$ cat config.mk
export PLATFORM = sky130hd
export DESIGN_NAME = wto_queue
export DESIGN_NICKNAME = d
export VERILOG_FILES = /design/src/design/assert_macros.svh /design/src/design/wto_pkg.sv /design/src/design/wto_queue.sv
export SDC_FILE = /design/constraint.sdc
export NUM_CORES = 1
export LEC_CHECK = 0
export BUFFER_PORTS_ARGS = -buffer_cell sky130_fd_sc_hd__buf_2
export CAP_MARGIN = 20
export CORE_MARGIN = 2
export CORE_UTILIZATION = 40
export CTS_BUF_LIST = sky130_fd_sc_hd__clkbuf_4 sky130_fd_sc_hd__clkbuf_8
export CTS_CLUSTER_DIAMETER = 100
export CTS_CLUSTER_SIZE = 25
export DETAILED_ROUTE_END_ITERATION = 8
export PLACE_DENSITY_LB_ADDON = 0.08
export SETUP_SLACK_MARGIN = 0.15
export SLEW_MARGIN = 25
export SYNTH_ARGS = -nofsm -noshare
export SYNTH_HDL_FRONTEND = slang
export SYNTH_SLANG_ARGS = --single-unit
$ cat constraint.sdc
create_clock -name clk_i -period 3.2 [get_ports clk_i]
set_input_delay 0.64 -clock clk_i [delete_from_list [all_inputs] [get_ports clk_i]]
set_output_delay 0.64 -clock clk_i [all_outputs]
set_load 0.005 [all_outputs]
$ cat src/design/assert_macros.svh
// Assertion macros used by the oscillator back end.
`ifndef ASSERT_MACROS_SVH
`define ASSERT_MACROS_SVH

`ifndef NO_ASSERTIONS

// Clocked property, disabled while reset is asserted.
`define ASSERT_RST(lbl, clk, rst_n, prop) \
  lbl: assert property (@(posedge clk) disable iff (!rst_n) prop) \
    else $error("wto assertion failed");

// Clocked property, checked at every rising clock edge.
`define ASSERT_ALWAYS(lbl, clk, prop) \
  lbl: assert property (@(posedge clk) prop) \
    else $error("wto assertion failed");

`else

`define ASSERT_RST(lbl, clk, rst_n, prop)
`define ASSERT_ALWAYS(lbl, clk, prop)

`endif

`endif

$ cat src/design/wto_pkg.sv
// Shared constants, types and width helpers of the wavetable oscillator.
`timescale 1ns / 1ps

package wto_pkg;

  // Default configuration of the wave store and output range
  localparam int TABLE_BITS_DEF  = 11;
  localparam int FRAMES_DEF      = 16;
  localparam int MIP_LEVELS_DEF  = 8;
  localparam int SAMPLE_BITS_DEF = 16;

  // Depth of the job queue between front and back
  localparam int QUEUE_DEPTH = 4;

  // Fixed field widths
  localparam int WORD_W = 16;  // table word
  localparam int FRAC_W = 16;  // in-table fraction, Q16
  localparam int MIPF_W = 8;   // mip fraction, Q8
  localparam int FRMF_W = 17;  // frame fraction, Q16 up to 1.0

  // Item kinds carried in tuser
  localparam logic CMD_WRITE  = 1'b0;
  localparam logic CMD_SAMPLE = 1'b1;

  // Register index decoded from paddr[2]
  localparam logic REG_FRAME_COUNT = 1'b0;

  // Queue status seen by producer and consumer
  typedef struct packed {
    logic full;
    logic empty;
  } q_stat_t;

  // Bits needed to index n entries, at least one
  function automatic int idx_w(int n);
    return (n > 1) ? $clog2(n) : 1;
  endfunction

  // Width of a store row index (frame and mip together)
  function automatic int row_w(int frames, int mips);
    return idx_w(frames * mips);
  endfunction

  // Width of one queued job
  function automatic int job_w(int tb, int frames, int mips);
    return 1 + row_w(frames, mips) + tb + WORD_W + tb + FRAC_W + idx_w(mips) + MIPF_W
           + 2 * idx_w(frames) + FRMF_W;
  endfunction

endpackage

$ cat src/design/wto_queue.sv
// Small register queue between the front and the back of the oscillator.
`timescale 1ns / 1ps

module wto_queue
  import wto_pkg::*;
#(
  parameter int WIDTH = 8,
  parameter int DEPTH = QUEUE_DEPTH
) (
  input  logic             clk_i,
  input  logic             rst_ni,
  input  logic             push_i,
  input  logic [WIDTH-1:0] push_data_i,
  input  logic             pop_i,
  output logic [WIDTH-1:0] head_o,
  output q_stat_t          stat_o
);

  localparam int PTR_W = idx_w(DEPTH);
  localparam int CNT_W = $clog2(DEPTH + 1);
  localparam logic [PTR_W-1:0] PTR_LAST = PTR_W'(DEPTH - 1);
  localparam logic [CNT_W-1:0] CNT_FULL = CNT_W'(DEPTH);

  logic [WIDTH-1:0] slot_q [DEPTH];
  logic [PTR_W-1:0] wptr_q, wptr_d, rptr_q, rptr_d;
  logic [CNT_W-1:0] cnt_q, cnt_d;

  assign stat_o.full  = (cnt_q == CNT_FULL);
  assign stat_o.empty = (cnt_q == '0);
  assign head_o       = slot_q[rptr_q];

  // Advance pointers and fill count
  always_comb begin
    wptr_d = wptr_q;
    rptr_d = rptr_q;
    cnt_d  = cnt_q;
    if (push_i) begin
      wptr_d = (wptr_q == PTR_LAST) ? '0 : wptr_q + 1'b1;
    end
    if (pop_i) begin
      rptr_d = (rptr_q == PTR_LAST) ? '0 : rptr_q + 1'b1;
    end
    if (push_i && !pop_i) begin
      cnt_d = cnt_q + 1'b1;
    end else if (!push_i && pop_i) begin
      cnt_d = cnt_q - 1'b1;
    end
  end

  always_ff @(posedge clk_i or negedge rst_ni) begin
    if (!rst_ni) begin
      wptr_q <= '0;
      rptr_q <= '0;
      cnt_q  <= '0;
    end else begin
      wptr_q <= wptr_d;
      rptr_q <= rptr_d;
      cnt_q  <= cnt_d;
    end
  end

  // Store pushed jobs
  always_ff @(posedge clk_i) begin
    if (push_i) begin
      slot_q[wptr_q] <= push_data_i;
    end
  end

endmodule

Word level (Yosys, flattened, before mapping)

Memory sizes are Yosys's and may differ from the RTL's.
Cells that the tools add are included.

$add $sub $neg: 4
Equal/unequal tests: 3
Mux-type cells: 6
Reductions and logical operators: 6

Operator list:

| kind                  | count |
|---|---|
| $mux W3               | 2 |
| $add A2 B1 Y2 const B | 2 |
| $eq A2 B2 Y1 const B  | 2 |
| $mux W2               | 2 |
| $add A3 B1 Y3 const B | 1 |
| $eq A3 B3 Y1 const B  | 1 |
| $logic_not A3 Y1      | 1 |
| $sub A3 B1 Y3 const B | 1 |
| $logic_and A1 B1 Y1   | 2 |
| $logic_not A1 Y1      | 2 |
| $mux W1               | 2 |
| $reduce_bool A2 Y1    | 1 |

Bits in registers: 7
Bits in writable memories: 32
Bits of input ports: 12
Output and inout bits: 10
Word-level logic and storage cells: 23
Memories kept: 1

Memory list:

| name   | words | bits a word | read ports | clocked after memory_dff | wr ports | RTL line        | RTL |
|---|---|---|---|---|---|---|---|
| slot_q | 4     | 8           | 1          | 0                        | 1        | wto_queue.sv:24 | `logic [WIDTH-1:0] slot_q [DEPTH];` |

Depth between registers and ports, before layout

Depth after elaboration: 4
Mapped depth: 7
Gate-level depth less buffers: 7

Worst setup path after synthesis

No wires, ideal clock.

Path kind: input-to-reg
From: in pop_i
To: reg cnt_q[2]
Arrival time: 1.626 ns
Required time: 3.121 ns
Setup slack: 1.495 ns
Cell stages on the path: 7
Cell sequence: inv_1 ha_1 inv_1 fa_1 xor2_1 nor2_1 xor2_1

Word-level cells in the longest chain between the ends: 3
Elaborated cells on any way between the ends: 5
Classes of those cells: mux (1); reduce/logical (4)

RTL lines:

| element                                       | RTL line        | RTL |
|---|---|---|
| start: declaration                            | wto_queue.sv:14 | `input logic pop_i,` |
| $logic_not A1 Y1                              | wto_queue.sv:43 | `if (push_i && !pop_i) begin` |
| $logic_and A1 B1 Y1                           | wto_queue.sv:43 |  |
| $mux W3 or $reduce_bool A2 Y1 (tied branches) | -               |  |
| end signal: assignment                        | wto_queue.sv:58 | `cnt_q <= cnt_d;` |
| end: declaration                              | wto_queue.sv:26 | `logic [CNT_W-1:0] cnt_q, cnt_d;` |

Parallel ways exist; a longest one is shown, timed or not.
A chain may end at the register's enable or synchronous reset.

Worst setup path after layout

From: reg rptr_q[0]
To: out head_o[3]

Word-level cells in the longest chain between the ends: 1

RTL lines:

| element                  | RTL line        | RTL |
|---|---|---|
| start: declaration       | wto_queue.sv:25 | `logic [PTR_W-1:0] wptr_q, wptr_d, rptr_q, rptr_d;` |
| start signal: assignment | wto_queue.sv:57 | `rptr_q <= rptr_d;` |
| $mem_v2 Z4 W8            | -               |  |
| end: declaration         | wto_queue.sv:15 | `output logic [WIDTH-1:0] head_o,` |

Every way passes these cells.

==> flow_summary.json <==
{
  "core_rows": 22,
  "power_leakage_nw": 0.6717,
  "grt.total_usage_pct": 13.31,
  "core_area_sq_mm": 0.003716,
  "crit_path_end_kind": "output port",
  "cts_sinks": 39,
  "drc": 0,
  "first_global_vias": 797,
  "critical_path.cell_chain": "mux4_2 -> buf_2",
  "first_pass_iters": 4,
  "globalplace.congestion": 0.6988,
  "syn-mean-instance-area_sq_um": 19.88,
  "critPathArrivalTime_ps": 1740,
  "cts_setup_buffers": 0,
  "antenna-diode-count": 0,
  "relSlewSlack_pct": 59.69,
  "start_util_pct": 42.26,
  "seq_cells_post_synth": 39,
  "postCtsHoldBufs": 0,
  "vias": 748,
  "globalRouteOverflowTotal": 0,
  "fin_setup_tns_ps": 0,
  "grt_setup_unrepaired": "no",
  "cts_root_buffer": "clkbuf_8",
  "cp_slowest_stage_delay_ps": 730,
  "mappedNetlistNets": 98,
  "final_slew_viol_count": 0,
  "grt_max_degree": 13,
  "clk_latency_ps": 290,
  "nNetsFinal": 124,
  "required_time_of_the_critical_path_ps": 2560,
  "post_synth_inst_count": 79,
  "seq_area_frac_synth_pct": 72.35,
  "hpwl_um": 1646,
  "critical-path-slowest-cell": "dfrtp_1",
  "syn-cell-area_sq_mm": 0.001570,
  "die-area_sq_mm": 0.004443,
  "initial_antenna_violation_count": 0,
  "hold_violations": 0,
  "criticalPathCategory": "reg -> out",
  "io_buffer_count": 21,
  "yosysWarningCount": 0,
  "drive_gt1_share_pct": 35.85,
  "ios": 22,
  "cts_clk_pin_slew_worst_paths_ps": 70,
  "maxCapViolations": 0,
  "path_max_fanout": 11,
  "whs_ps": 178.2,
  "setup.worst_path.start_class": "flop",
  "cts_tree": "built",
  "layout_setup_ws_ps": 823.1,
  "preCtsSetupSlack_ps": 1073,
  "irDropWorstVdd_mv": 0.3134,
  "layout_worst_path_cycle_share_pct": 74.28,
  "avgRoutedWirePerCell_um": 15.70,
  "power_density_over_cell_area_mw_per_mm2": 809.8,
  "finClkSkew_ps": 7.489,
  "ctsLongestPathBuffers": 2,
  "max_freq_mhz": 420.7,
  "synth_cell_types": 18,
  "tritoncts.num_buffers": 5,
  "worstHoldPathType": "in -> async",
  "grt_first_pass_wirelength_um": 4057,
  "timing.final.setup_violations": 0,
  "cts-htree-levels": 2,
  "postRouteAntennaNets": 0,
  "layout-area-overhead-vs-synth_pct": 14.82,
  "cell_count_post_placement": 146,
  "drt-total-wl_um": 2418,
  "fp.dieW_um": 66.66,
  "viasPerCell": 4.857,
  "actual_slew_at_the_worst_max_slew_pin_ps": 604.6,
  "run_status": "finished clean",
  "floorplan.die.height_um": 66.66,
  "drt_iter0_drc": 30,
  "cell_count_final_fillers_out": 154,
  "finalWorstPathRequiredPeriod_ps": 2377,
  "post_cts.resized_instances": 0
}
kinds of logic after synthesis:
group,after synthesis,share of synthesized area (%)
flops,39,72.35
mux,11,13.63
simple gates,10,3.426
buf+inv,7,2.231
fa+ha+maj,7,6.056
xor+xnor,3,1.674
compound gates,2,0.6375
synthesized netlist by cell type, drive strengths merged:
cell	instances	area, sq um
o21ai	2	10.01
xor2	2	17.52
nor3	1	5.000
fa	1	20.02
mux4	8	180.2
dfrtp	7	175.2
and2	4	25.02
nand2	1	3.750
inv	5	18.77
mux2	3	33.78
ha	6	75.07
nor3b	1	7.510
xnor2	1	8.760
buf	2	16.26
edfxtp	32	960.9
nor2	2	7.510
nand3	1	5.000
sequential cells by signal, summed over array words and instances (netlist names):
register  flops
slot_q       32
cnt_q         3
rptr_q        2
wptr_q        2
final timing paths:
kind	start	endpoint	slack [ps]	cells after the start
max in group asynchronous	rst_ni	rptr_q[1]	2860	1
hold reg to reg	cnt_q[2]	cnt_q[2]	490	1
min in group clk_i	cnt_q[2]	cnt_q[2]	490	1
setup / recovery	rptr_q[0]	head_o[3]	820	2
setup reg to reg	rptr_q[0]	rptr_q[1]	1760	2
hold / removal	rst_ni	cnt_q[2]	180	1
cell usage in the layout, fill, tap and decap left out:
| cell type | Yosys | routed |
|---|---|---|
| and2_1 | 4 | 4 |
| nor3_1 | 1 | 1 |
| nand3_1 | 1 | 1 |
| o21ai_0 | 2 | 2 |
| ha_1 | 6 | 6 |
| nor2_1 | 2 | 2 |
| clkinvlp_4 | 0 | 1 |
| xor2_1 | 2 | 2 |
| nor3b_1 | 1 | 1 |
| mux2_2 | 3 | 3 |
| inv_1 | 5 | 5 |
| buf_2 | 1 | 21 |
| dfrtp_1 | 7 | 7 |
| fa_1 | 1 | 1 |
| clkbuf_8 | 0 | 5 |
| mux4_2 | 8 | 8 |
| nand2_1 | 1 | 1 |
| edfxtp_1 | 32 | 32 |
| clkinv_1 | 0 | 2 |
| xnor2_1 | 1 | 1 |
per-layer routing:
layer	track usage, %	share of wire (%)	vias to the layer above
met3	5.405	5.5	5
li1	-	-	350
met4	6.122	2.0	0
met2	20.25	49	21
met5	0	0	-
met1	16.61	43	372
report_power, final:
| group | switching, mW | leakage, nW | total [mW] | internal [mW] |
|---|---|---|---|---|
| Combinational | 0.151 | 0.255 | 0.374 | 0.223 |
| Clock | 0.161 | 0.0392 | 0.309 | 0.148 |
| Sequential | 0.110 | 0.377 | 0.777 | 0.667 |
worst max-delay path: cells and delay by family (launching register included):
| kind | cells | cell delay [ps] |
|---|---|---|
| flops | 1 | 730 |
| mux | 1 | 580 |
| buf+inv | 1 | 140 |
metrics by stage:
step	cell area (sq um)	power, mW	utilization [%]
5_1_grt	1803	1.563	48.52
3_3_place_gp	1719	1.163	46.26
4_1_cts	1803	1.490	48.52
6_report	1803	1.460	48.52
3_5_place_dp	1719	1.180	46.26
2_1_floorplan	1570	1.036	-
final cells by class:
type / instances / area [sq um]
clock buffer: 5 / 68.82
clock inverter: 3 / 15.01
fill: 339 / 1913
inverter: 5 / 18.77
multi-input combinational: 33 / 399.1
sequential: 39 / 1136
tap: 48 / 60.06
timing repair buffer: 21 / 105.1
Power figures use the tool's default switching activity.
