## config.mk

```make
export PLATFORM = sky130hd
export DESIGN_NAME = wto_front
export DESIGN_NICKNAME = d
export VERILOG_FILES = /design/src/design/assert_macros.svh /design/src/design/wto_pkg.sv /design/src/design/wto_front.sv
export SDC_FILE = /design/constraint.sdc
export NUM_CORES = 1
export LEC_CHECK = 0
export BUFFER_PORTS_ARGS = -buffer_cell sky130_fd_sc_hd__buf_4
export CORE_MARGIN = 8
export CORE_UTILIZATION = 40
export CTS_CLUSTER_SIZE = 40
export DETAILED_ROUTE_END_ITERATION = 16
export PLACE_DENSITY = 0.66
export REMOVE_ABC_BUFFERS = 1
export SYNTH_ARGS = -nofsm -noshare
export SYNTH_HDL_FRONTEND = slang
export SYNTH_SLANG_ARGS = --single-unit
```

## constraint.sdc

```tcl
create_clock -name clk_i -period 14.2 [get_ports clk_i]
set_clock_uncertainty 0.1 [all_clocks]
set_input_delay 1.42 -clock clk_i [delete_from_list [all_inputs] [get_ports clk_i]]
set_output_delay 1.42 -clock clk_i [all_outputs]
set_load 0.01 [all_outputs]
```

## src/design/assert_macros.svh

```systemverilog
// Assertion macros used by the oscillator back end.
`ifndef ASSERT_MACROS_SVH
`define ASSERT_MACROS_SVH

`ifndef NO_ASSERTIONS

// Clocked property, disabled while reset is asserted.
`define ASSERT_RST(lbl, clk, rst_n, prop) \
  lbl: assert property (@(posedge clk) disable iff (!rst_n) prop) \
    else $error("wto assertion failed");

// Clocked property, checked at every rising clock edge.
`define ASSERT_ALWAYS(lbl, clk, prop) \
  lbl: assert property (@(posedge clk) prop) \
    else $error("wto assertion failed");

`else

`define ASSERT_RST(lbl, clk, rst_n, prop)
`define ASSERT_ALWAYS(lbl, clk, prop)

`endif

`endif

```

## src/design/wto_pkg.sv

```systemverilog
// Shared constants, types and width helpers of the wavetable oscillator.
`timescale 1ns / 1ps

package wto_pkg;

  // Default configuration of the wave store and output range
  localparam int TABLE_BITS_DEF  = 11;
  localparam int FRAMES_DEF      = 16;
  localparam int MIP_LEVELS_DEF  = 8;
  localparam int SAMPLE_BITS_DEF = 16;

  // Depth of the job queue between front and back
  localparam int QUEUE_DEPTH = 4;

  // Fixed field widths
  localparam int WORD_W = 16;  // table word
  localparam int FRAC_W = 16;  // in-table fraction, Q16
  localparam int MIPF_W = 8;   // mip fraction, Q8
  localparam int FRMF_W = 17;  // frame fraction, Q16 up to 1.0

  // Item kinds carried in tuser
  localparam logic CMD_WRITE  = 1'b0;
  localparam logic CMD_SAMPLE = 1'b1;

  // Register index decoded from paddr[2]
  localparam logic REG_FRAME_COUNT = 1'b0;

  // Queue status seen by producer and consumer
  typedef struct packed {
    logic full;
    logic empty;
  } q_stat_t;

  // Bits needed to index n entries, at least one
  function automatic int idx_w(int n);
    return (n > 1) ? $clog2(n) : 1;
  endfunction

  // Width of a store row index (frame and mip together)
  function automatic int row_w(int frames, int mips);
    return idx_w(frames * mips);
  endfunction

  // Width of one queued job
  function automatic int job_w(int tb, int frames, int mips);
    return 1 + row_w(frames, mips) + tb + WORD_W + tb + FRAC_W + idx_w(mips) + MIPF_W
           + 2 * idx_w(frames) + FRMF_W;
  endfunction

endpackage

```

## src/design/wto_front.sv

```systemverilog
// Front end: accepts stream transactions, tracks phase and prepares jobs.
`timescale 1ns / 1ps

module wto_front
  import wto_pkg::*;
#(
  parameter int TABLE_BITS = TABLE_BITS_DEF,
  parameter int FRAMES     = FRAMES_DEF,
  parameter int MIP_LEVELS = MIP_LEVELS_DEF
) (
  input  logic                 clk_i,
  input  logic                 rst_ni,
  input  logic                 s_axis_tvalid,
  output logic                 s_axis_tready,
  input  logic [127:0]         s_axis_tdata,
  input  logic [0:0]           s_axis_tuser,
  input  logic [4:0]           frame_count_i,
  input  q_stat_t              q_stat_i,
  output logic                 push_o,
  output logic [job_w(TABLE_BITS, FRAMES, MIP_LEVELS)-1:0] push_data_o
);

  localparam int FRM_W = idx_w(FRAMES);
  localparam int MIP_W = idx_w(MIP_LEVELS);
  localparam int ROW_W = row_w(FRAMES, MIP_LEVELS);
  localparam int ADDR_W = ROW_W + TABLE_BITS;
  localparam logic [11:0] MIP_MAX = 12'((MIP_LEVELS - 2) * 256);
  localparam logic [16:0] SCAN_ONE = 17'd65536;

  logic        accept, cmd;
  logic [3:0]  wr_frame;
  logic [2:0]  wr_mip;
  logic [10:0] wr_addr;
  logic [15:0] wr_value;
  logic [31:0] phase_step, fm_offset;
  logic [10:0] mip_level;
  logic [16:0] scan_pos;

  logic [31:0] phase_q, phase_d, phase_fm;
  logic        wr_ok;
  logic [ROW_W-1:0]  wr_row;
  logic [ADDR_W-1:0] waddr;
  logic [TABLE_BITS-1:0] idx;
  logic [FRAC_W-1:0] frac;
  logic [10:0] mip_sat;
  logic [MIP_W-1:0] mip_a;
  logic [MIPF_W-1:0] mip_f;
  logic [4:0]  fc_eff, fc_m1;
  logic        single;
  logic [16:0] scan_c;
  logic [21:0] scan_prod, frac_full;
  logic [5:0]  fa_raw, fa_lim, fa_c;
  logic [FRM_W-1:0] frm_a, frm_b;
  logic [FRMF_W-1:0] frm_f;

  // Unpack the input transaction
  assign cmd        = s_axis_tuser[0];
  assign wr_frame   = s_axis_tdata[3:0];
  assign wr_mip     = s_axis_tdata[6:4];
  assign wr_addr    = s_axis_tdata[17:7];
  assign wr_value   = s_axis_tdata[33:18];
  assign phase_step = s_axis_tdata[65:34];
  assign fm_offset  = s_axis_tdata[97:66];
  assign mip_level  = s_axis_tdata[108:98];
  assign scan_pos   = s_axis_tdata[125:109];

  assign s_axis_tready = !q_stat_i.full;
  assign accept        = s_axis_tvalid && s_axis_tready;

  // Table write address; drop writes outside the store
  assign wr_ok  = ({5'b0, wr_frame} < 9'(FRAMES)) && ({2'b0, wr_mip} < 5'(MIP_LEVELS));
  assign wr_row = ROW_W'(wr_frame) * ROW_W'(MIP_LEVELS) + ROW_W'(wr_mip);
  assign waddr  = {wr_row, TABLE_BITS'(wr_addr)};

  // Modulated phase splits into table index and fraction
  assign phase_fm = phase_q + fm_offset;
  assign idx      = phase_fm[31 -: TABLE_BITS];
  assign frac     = phase_fm[31-TABLE_BITS -: FRAC_W];

  // Saturate the mip position and split it
  assign mip_sat = ({1'b0, mip_level} > MIP_MAX) ? 11'(MIP_MAX) : mip_level;
  assign mip_a   = MIP_W'(mip_sat[10:8]);
  assign mip_f   = mip_sat[7:0];

  // Frame pair and morph fraction
  always_comb begin
    if (frame_count_i == 5'd0) begin
      fc_eff = 5'd1;
    end else if ({4'b0, frame_count_i} > 9'(FRAMES)) begin
      fc_eff = 5'(FRAMES);
    end else begin
      fc_eff = frame_count_i;
    end
    single    = (fc_eff == 5'd1);
    fc_m1     = fc_eff - 5'd1;
    scan_c    = (scan_pos > SCAN_ONE) ? SCAN_ONE : scan_pos;
    scan_prod = 22'(scan_c) * 22'(fc_m1);
    fa_raw    = scan_prod[21:16];
    fa_lim    = {1'b0, fc_eff - 5'd2};
    fa_c      = (fa_raw > fa_lim) ? fa_lim : fa_raw;
    frac_full = scan_prod - {fa_c, 16'b0};
    if (single) begin
      frm_a = '0;
      frm_b = '0;
      frm_f = '0;
    end else begin
      frm_a = FRM_W'(fa_c);
      frm_b = FRM_W'(fa_c) + 1'b1;
      frm_f = frac_full[FRMF_W-1:0];
    end
  end

  assign push_o      = accept && ((cmd == CMD_SAMPLE) || wr_ok);
  assign push_data_o = {frm_f, frm_b, frm_a, mip_f, mip_a, frac, idx, wr_value, waddr, cmd};

  // Advance the phase after each sample transaction
  assign phase_d = (accept && (cmd == CMD_SAMPLE)) ? phase_q + phase_step : phase_q;

  always_ff @(posedge clk_i or negedge rst_ni) begin
    if (!rst_ni) begin
      phase_q <= '0;
    end else begin
      phase_q <= phase_d;
    end
  end

endmodule

```

After elaboration in Yosys (flattened, before gate mapping)
Cells that the tools add are included.

storage, ports and cells
  flip-flop bits (word level) = 32
  input port bits = 139
  output and inout bits = 100
  logic and storage cells = 26

operators by class
  $add $sub $neg = 7
  $mul = 1
  order comparisons = 4
  eq/ne operators = 1
  mux-type cells = 8
  reduce and logical (&&, ||, !) cells = 4

operator list
  kind                                                                   count
  32-bit adder                                                           2
  17-bit 2-to-1 mux                                                      2
  17-bit by 5-bit multiplier with 22-bit output                          1
  17-bit greater-than comparator, second input constant                  1
  17-bit subtractor                                                      1
  4-bit 2-to-1 mux                                                       3
  11-bit greater-than comparator, second input constant                  1
  11-bit 2-to-1 mux                                                      1
  5-bit 2-to-1 mux                                                       2
  7-bit by 3-bit adder with 7-bit output                                 1
  6-bit by 5-bit greater-than comparator with 1-bit output               1
  5-bit by 1-bit equality test with 1-bit output, second input constant  1
  5-bit greater-than comparator, second input constant                   1
  5-bit zero test                                                        1
  5-bit by 1-bit subtractor with 5-bit output, second input constant     1
  5-bit by 2-bit subtractor with 5-bit output, second input constant     1
  4-bit by 1-bit adder with 4-bit output, second input constant          1
  1-bit logical AND                                                      2
  1-bit zero test                                                        1

Depth between registers and ports, before layout
Gate-level depths: netlist (run 1).

  depth in word-level cells = 9
  mapped depth = 39
  depth with buffers taken out = 38

Worst setup path after synthesis (run 1)
No wires, ideal clock.

  path kind = input-to-output
  start point = input frame_count_i[4]
  end point = output push_data_o[79]
  arrival = 8.649 ns
  required time = 12.680 ns
  slack = 4.031 ns
  stages = 35
  path buffers = 1
  cells stage by stage = nor3_1 nand2b_1 o21ai_0 inv_1 ha_1 inv_1 a21oi_1 nor2_1 clkbuf_1 nand2_1 fa_1 fa_1 fa_1 inv_1 ha_1 nor2b_1 o31a_1 o21ai_0 nand4_1 a31oi_1 o21ai_0 a21o_1 a21oi_1 xnor2_1 ha_1 and3_1 o21ai_0 a31oi_1 or4bb_1 a311oi_1 a211oi_4 mux2i_1 ha_1 xnor2_1 nor2_1

on the way
  longest elaborated chain between the ends = 9
  elaborated cells on any way between the ends = 12
  classes of those cells = add/sub: 3; mul: 1; order compare: 2; eq/ne: 1; mux: 4; reduce/logical: 1

RTL lines
  element                                                   line              RTL
  start, declared                                           wto_front.sv:17   input logic [4:0] frame_count_i,
  5-bit greater-than comparator                             wto_front.sv:89   end else if ({4'b0, frame_count_i} > 9'(FRAMES)) begin
  5-bit 2-to-1 mux                                          wto_front.sv:89
  5-bit 2-to-1 mux (*)                                      wto_front.sv:87   if (frame_count_i == 5'd0) begin
  5-bit by 1-bit subtractor with 5-bit output               wto_front.sv:95   fc_m1 = fc_eff - 5'd1;
  17-bit by 5-bit multiplier with 22-bit output             wto_front.sv:97   scan_prod = 22'(scan_c) * 22'(fc_m1);
  6-bit by 5-bit greater-than comparator with 1-bit output  wto_front.sv:100  fa_c = (fa_raw > fa_lim) ? fa_lim : fa_raw;
  4-bit 2-to-1 mux                                          wto_front.sv:100
  4-bit by 1-bit adder with 4-bit output                    wto_front.sv:108  frm_b = FRM_W'(fa_c) + 1'b1;
  4-bit 2-to-1 mux (*)                                      wto_front.sv:102  if (single) begin
  end, declared                                             wto_front.sv:20   output logic [job_w(TABLE_BITS, FRAMES, MIP_LEVELS)-1:0] push_data_o

Mark *: on every way between the ends. The rest lies on a longest branch, timed or not.

Final worst setup path (run 1)
  start point = input frame_count_i[4]
  end point = output push_data_o[78]

The elaborated chain is that of the path after synthesis.

==> results of run 1 <==
worst paths after layout:
path	startpoint	end	slack, ns	depth (start not counted)
worst max-delay path	frame_count_i[4]	push_data_o[78]	2.68	35
worst min-delay path	phase_q[31]$_DFFE_PN0P_	phase_q[31]$_DFFE_PN0P_	0.39	1
worst max register to register	phase_q[0]$_DFFE_PN0P_	phase_q[30]$_DFFE_PN0P_	10.95	12
worst min register to register	phase_q[31]$_DFFE_PN0P_	phase_q[31]$_DFFE_PN0P_	0.39	1
max in group asynchronous	rst_ni	phase_q[20]$_DFFE_PN0P_	12.69	1
min in group asynchronous	rst_ni	phase_q[30]$_DFFE_PN0P_	0.98	1
metal layers:
layer | part of all wire | vias up | track usage
met3 | 0.095 | 18 | 0.0601
met4 | 0.0099 | 4 | 0.0277
met2 | 0.45 | 199 | 0.287
li1 | - | 3416 | -
met1 | 0.45 | 3121 | 0.217
met5 | 0.0022 | - | 0.0136
layout by cell type, fill, tap and decap left out, drive strengths merged, types with 8 or more instances in the layout:
master  synthesis  final
fa             46     46
o21ai          61     61
nor3           21     21
nand3          12     12
a21o           25     25
a31oi           8      8
inv            87     87
a21oi          52     52
buf            36    169
dfrtp          32     32
nand2          77     77
nor2           66     66
xor2           28     28
nor2b          21     21
o21a           15     15
ha            100    100
and3           13     13
xnor2          37     37
and2           72     72
a211oi         19     19
per-stage QoR:
step                      worst slack (ns)  hold WS, ns   util  std cells  instance area (µm²)
after floorplan                       4.03        0.360      -        875                 6960
after global placement                2.66        0.374  0.476       1273                 8520
after detailed placement              2.64        0.385  0.476       1273                 8520
after CTS                             2.61        0.395  0.485       1281                 8680
after global routing                  1.85        0.416  0.485       1281                 8680
final                                 2.68        0.392  0.485       1282                 8680
area by class of cell:
class	instances	area, µm²
Fill cell	1823	9220
Multi-Input combinational cell	756	5830
Timing Repair Buffer	169	1270
Sequential cell	32	801
Inverter	87	327
Tap cell	229	287
Clock buffer	6	129
Clock inverter	2	35.0
Antenna cell	1	2.50
Yosys cell counts (6+ instances only):
library cell  number
and2_1            72
a21o_1            25
inv_1             87
a21oi_1           52
buf_4             35
nor4_1             6
a31oi_1            8
nand2_1           77
o21bai_1           6
nor2_1            66
o31ai_1            6
and3_1            13
nor3_1            21
fa_1              46
ha_1             100
o21ai_0           60
o21a_1            15
a211oi_1          18
xor2_1            28
nand2b_1           6
xnor2_1           37
or3_1              6
dfrtp_1           32
nor2b_1           21
nand3_1           12
clkbuf_1          15
kinds of logic after synthesis:
group / share of synthesized area
AO/OA/AOI/OAI: 0.192
XOR/XNOR: 0.0782
adder cells (fa/ha/maj): 0.298
buffers and inverters: 0.0892
flip-flops: 0.110
multiplexers: 0.00842
AND/OR/NAND/NOR: 0.224
power breakdown:
part / internal [mW] / leakage [nW] / switching [mW] / total, mW
sequential: 0.137 / 0.396 / 0.0459 / 0.183
clock: 0.0826 / 0.0808 / 0.0420 / 0.125
combinational: 0.570 / 3.97 / 0.621 / 1.19
worst max-delay path, delay by kind of cell:
family,cells,cell delay [ns]
multiplexers,1,0.26
XOR/XNOR,2,0.24
buffers and inverters,5,0.59
AO/OA/AOI/OAI,11,2.24
adder cells (fa/ha/maj),7,2.64
AND/OR/NAND/NOR,9,2.58
==> key figures, run 1 <==
Status
  • Status: completed

CTS
  • Clock root buffer: clkbuf_16
  • Post-CTS setup buffers: 0
  • Hold buffers post-CTS: 0
  • CTS max path bufs: 2
  • Post-CTS Resized: 0
  • Total CTS buffers: 5
  • H-Tree Depth: 2
  • Clock transition at path regs: 0.06 ns
  • Worst-Skew Late Latency: 0.28 ns
  • CTS Sinks: 32
  • TritonCTS clock tree: built

Timing
  • Fin crit share: 0.812
  • Setup TNS: 0 ns
  • Relative slew slack: 0.264
  • Fin. Hold Viols: 0
  • Fin crit period: 11.52 ns
  • Setup Viol. Count Final: 0
  • Worst Tran Pin Value: 1.10 ns
  • F_max: 0.0868 GHz
  • RSZ-0062 raised after global routing: no
  • Pins Over Slew Limit: 0

Worst hold path
  • Min-delay worst type: reg2reg

Worst setup path
  • Critical Path RT: 12.68 ns
  • Critical Path Source Type: input port
  • Critical path peak fanout: 16
  • CP max-delay cell: nor2_1
  • WS Path Type: in2out
  • WP data arrival: 10.00 ns
  • CP peak stage delay: 0.78 ns
  • Critical path capture point type: output port

Die
  • Die X: 151 µm
  • CORE AREA: 17900 µm²
  • Die ar.: 22800 µm²
  • Die H: 151 µm
  • Site row count: 49
  • Ports: 239
  • Starting Density: 0.407

Final layout
  • Max reg flops: 32
  • Nets: 1336
  • Biggest register: phase_q
  • Synthesis-to-finish area growth: 19.2%
  • Share of layout cells above drive strength 1: 0.173
  • Regs by FF count: phase_q (32)

Yosys
  • Synth area leaders: ha_1 17%, fa_1 13%, dfrtp_1 11%
  • Syn Inst Count: 926
  • Count of flip-flops with a built-in enable after synthesis: 0
  • Post-synth cell types: 60
  • Mapped Avg Cell Area: 7.86 µm²
  • FFs w/ async S/R, synth: 1.00
  • Dominant synthesized flop cell: dfrtp_1
  • Share of the synthesized area in the top cell type: 0.172
  • YS warnings: 0
  • Area leader, netlist: ha_1
  • Cell Area, Synth: 7280 µm²
  • Yosys reg bits: 32
  • Register area share after synthesis: 0.110

Global routing
  • Vias in the first global route: 6850
  • Initial antenna violation count: 1
  • First-pass GRT wire length: 32600 µm
  • Congestion Overflow GR: 0
  • Largest net degree at the start of global routing: 68
  • All-Layer GR Usage: 0.174

Job
  • Max Cap Violations: 0

Placement
  • IO buf count: 167
  • Global placer's final weighted congestion: 0.883
  • DPL Wire Length: 16900 µm

Detailed routing
  • Vias: 6758
  • Starting DRT DRC Count: 232
  • Post-DR wirelength/cell: 15.6 µm
  • Post-DR vias/cell: 5.27
  • # DRC: 0
  • DRT antenna net count: 0
  • Drt first pass iters: 4
  • Final wirelength: 20000 µm

Power and ir drop
  • Power, Total: 1.50 mW
  • Leak Pwr: 4.44 nW
  • PwrDens: 173 nW/µm²
  • Worst IR Drop VDD: 0.112 mV
Note: power is estimated with default switching activity, not from simulation.
==> run 2: changes to the inputs <==
Settings changed: ABC_AREA set to 1, PLACE_DENSITY 0.66 to 0.67.
Clock period 14.2 ns to 10.15 ns, I/O delays scaled along.
==> key figures, run 2 <==
Die
  • CORE AREA: 20200 µm²
  • Ports: 239
  • Starting Density: 0.407
  • Site row count: 52
  • Die ar.: 25400 µm²
  • Die X: 159 µm
  • Die H: 159 µm

Yosys
  • Register area share after synthesis: 0.0976
  • FFs w/ async S/R, synth: 1.00
  • Cell Area, Synth: 8210 µm²
  • YS warnings: 0
  • Share of the synthesized area in the top cell type: 0.152
  • Synth area leaders: ha_1 15%, nand2_1 11%, fa_1 11%
  • Yosys reg bits: 32
  • Commonest cells in the netlist: 249 x nand2_1, 204 x inv_1, 172 x nor2_1, 100 x ha_1, 97 x a21oi_1
  • Post-synth cell types: 51
  • Area leader, netlist: ha_1
  • Dominant synthesized flop cell: dfrtp_1
  • Mapped Avg Cell Area: 6.50 µm²
  • Most common cell in the netlist: nand2_1
  • Count of flip-flops with a built-in enable after synthesis: 0
  • Syn Inst Count: 1263

Global routing
  • Initial antenna violation count: 0
  • All-Layer GR Usage: 0.193
  • Vias in the first global route: 8315
  • First-pass GRT wire length: 40600 µm
  • Largest net degree at the start of global routing: 56
  • Congestion Overflow GR: 0

Worst setup path
  • Critical path peak fanout: 14
  • Critical path capture point type: output port
  • WS Path Type: in2out
  • Delay-heaviest family, CP: adder cells
  • WP data arrival: 7.56 ns
  • Critical Path RT: 9.04 ns
  • CP max-delay cell: fa_1
  • Critical Path Source Type: input port
  • CP peak stage delay: 0.55 ns
  • R2R Setup Slk: 7.20 ns
  • CP dominant cell by count: nand2_1
  • WP buf/inv: 8

Placement
  • Setup WS pre-CTS: 1.48 ns
  • DPL Wire Length: 22400 µm
  • IO buf count: 167
  • Global placer's final weighted congestion: 0.940

Detailed routing
  • Starting DRT DRC Count: 328
  • Vias: 8380
  • Final wirelength: 25400 µm
  • Post-DR wirelength/cell: 15.3 µm
  • DRT antenna net count: 0
  • Post-DR vias/cell: 5.03
  • Drt first pass iters: 5
  • # DRC: 0

CTS
  • Post-CTS setup buffers: 0
  • Clock transition at path regs: 0.05 ns
  • CTS Sinks: 32
  • Hold buffers post-CTS: 0
  • Post-CTS Resized: 0
  • TritonCTS clock tree: built
  • Worst-Skew Late Latency: 0.27 ns
  • Clock root buffer: clkbuf_16
  • Total CTS buffers: 5
  • CTS max path bufs: 2
  • H-Tree Depth: 2

Timing
  • RSZ-0062 raised after global routing: no
  • F_max: 0.115 GHz
  • Worst setup margin: 1.47 ns
  • Setup Viol. Count Final: 0
  • Setup TNS: 0 ns
  • Pins Over Slew Limit: 0
  • Fin crit share: 0.855
  • Minimum hold slack: 0.420 ns
  • Relative slew slack: 0.539
  • Worst Tran Pin Value: 0.683 ns
  • Fin. Hold Viols: 0
  • Fin crit period: 8.68 ns

Job
  • Max Cap Violations: 0

Final layout
  • Synthesis-to-finish area growth: 18.1%
  • Antenna Cells: 0
  • Final Util: 0.481
  • Biggest register: phase_q
  • Max reg flops: 32
  • Share of layout cells above drive strength 1: 0.156
  • Filler instances: 2115
  • Nets: 1679
  • Most frequent cells in the layout: 249 x nand2_1, 204 x inv_1, 174 x buf_4
  • Commonest non-fill, non-tap cell in the layout: nand2_1
  • Regs by FF count: phase_q (32)

Power and ir drop
  • Clock power frac: 0.069
  • PwrDens: 252 nW/µm²
  • Sw power: 1.31 mW
  • Internal power: 1.13 mW
  • Switch share: 0.537
  • Combinational power share: 0.825
  • Leak Pwr: 5.23 nW
  • Worst IR Drop VDD: 0.116 mV
  • Sequential power share: 0.105

Status
  • Status: completed

Worst hold path
  • Min-delay worst type: reg2reg
==> run 2: changes by cell type in the layout (fill, tap and decap cells not counted), sizes merged, moves of 17 or more <==
cell,before,now
and2,72,1
nand2,77,260
nand3,12,51
a21o,25,6
a21oi,52,101
nor2,66,177
inv,87,210
nor2b,21,0
a211oi,19,2
==> run 2: worst reg2reg max path, delay by kind of cell, from the launching register on <==
kind,cells,cell delay (ns)
compound gates,4,1.07
fa+ha+maj,2,0.58
buf+inv,2,0.12
flops,1,0.38
simple gates,7,0.60
==> run 2: cell type report <==
class                   instances  area, µm²  area share
clock buffers                   6        129      0.0133
clock inverters                 2       35.0     0.00361
inverters                     213        800      0.0825
multi-input cells             968       6280       0.648
flip-flops and latches         32        801      0.0826
well taps                     270        338      0.0349
repair buffers                174       1310       0.135
==> run 2: power groups by stage <==
stage,combinational [mW],clock (mW),sequential [mW]
final,2.02,0.170,0.257
after global routing,2.25,0.178,0.265
after CTS,2.03,0.172,0.255
after detailed placement,2.02,0,0.257
after global placement,2.00,0,0.254
after floorplan,1.34,0,0.231
==> run 2: layer usage <==
metal / vias to the layer above / part of all wire / GRT usage
met5: - / 0.0013 / 0.0138
met4: 2 / 0.024 / 0.0592
met3: 32 / 0.053 / 0.0346
met2: 223 / 0.49 / 0.347
met1: 3802 / 0.43 / 0.228
li1: 4321 / - / -
==> run 2: metrics by stage <==
| step | instance area [µm²] | power, mW | instances |
|---|---|---|---|
| floorplan | 7890 | 1.57 | 1213 |
| global placement | 9530 | 2.26 | 1657 |
| detailed placement | 9530 | 2.28 | 1657 |
| CTS | 9690 | 2.46 | 1665 |
| global route | 9690 | 2.69 | 1665 |
| finish | 9690 | 2.44 | 1665 |
==> run 2: worst paths after layout <==
kind	start	end	cells after the start
worst min register to register	phase_q[22]$_DFFE_PN0P_	phase_q[22]$_DFFE_PN0P_	2
worst max register to register	phase_q[0]$_DFFE_PN0P_	phase_q[24]$_DFFE_PN0P_	15
max in group asynchronous	rst_ni	phase_q[0]$_DFFE_PN0P_	1
min in group asynchronous	rst_ni	phase_q[29]$_DFFE_PN0P_	1
worst min-delay path	phase_q[22]$_DFFE_PN0P_	phase_q[22]$_DFFE_PN0P_	2
worst max-delay path	frame_count_i[4]	push_data_o[79]	39
==> run 2: logic make-up (layout without fill, tap and decap cells) <==
| family | count (synthesis) | count (layout) | synth area share |
|---|---|---|---|
| AOI/OAI and AO/OA | 230 | 230 | 0.161 |
| DFF | 32 | 32 | 0.0976 |
| buffers and inverters | 263 | 395 | 0.136 |
| and+or+nand+nor | 530 | 530 | 0.274 |
| adders and majority gates | 146 | 146 | 0.265 |
| xor gates and xnor gates | 62 | 62 | 0.0662 |
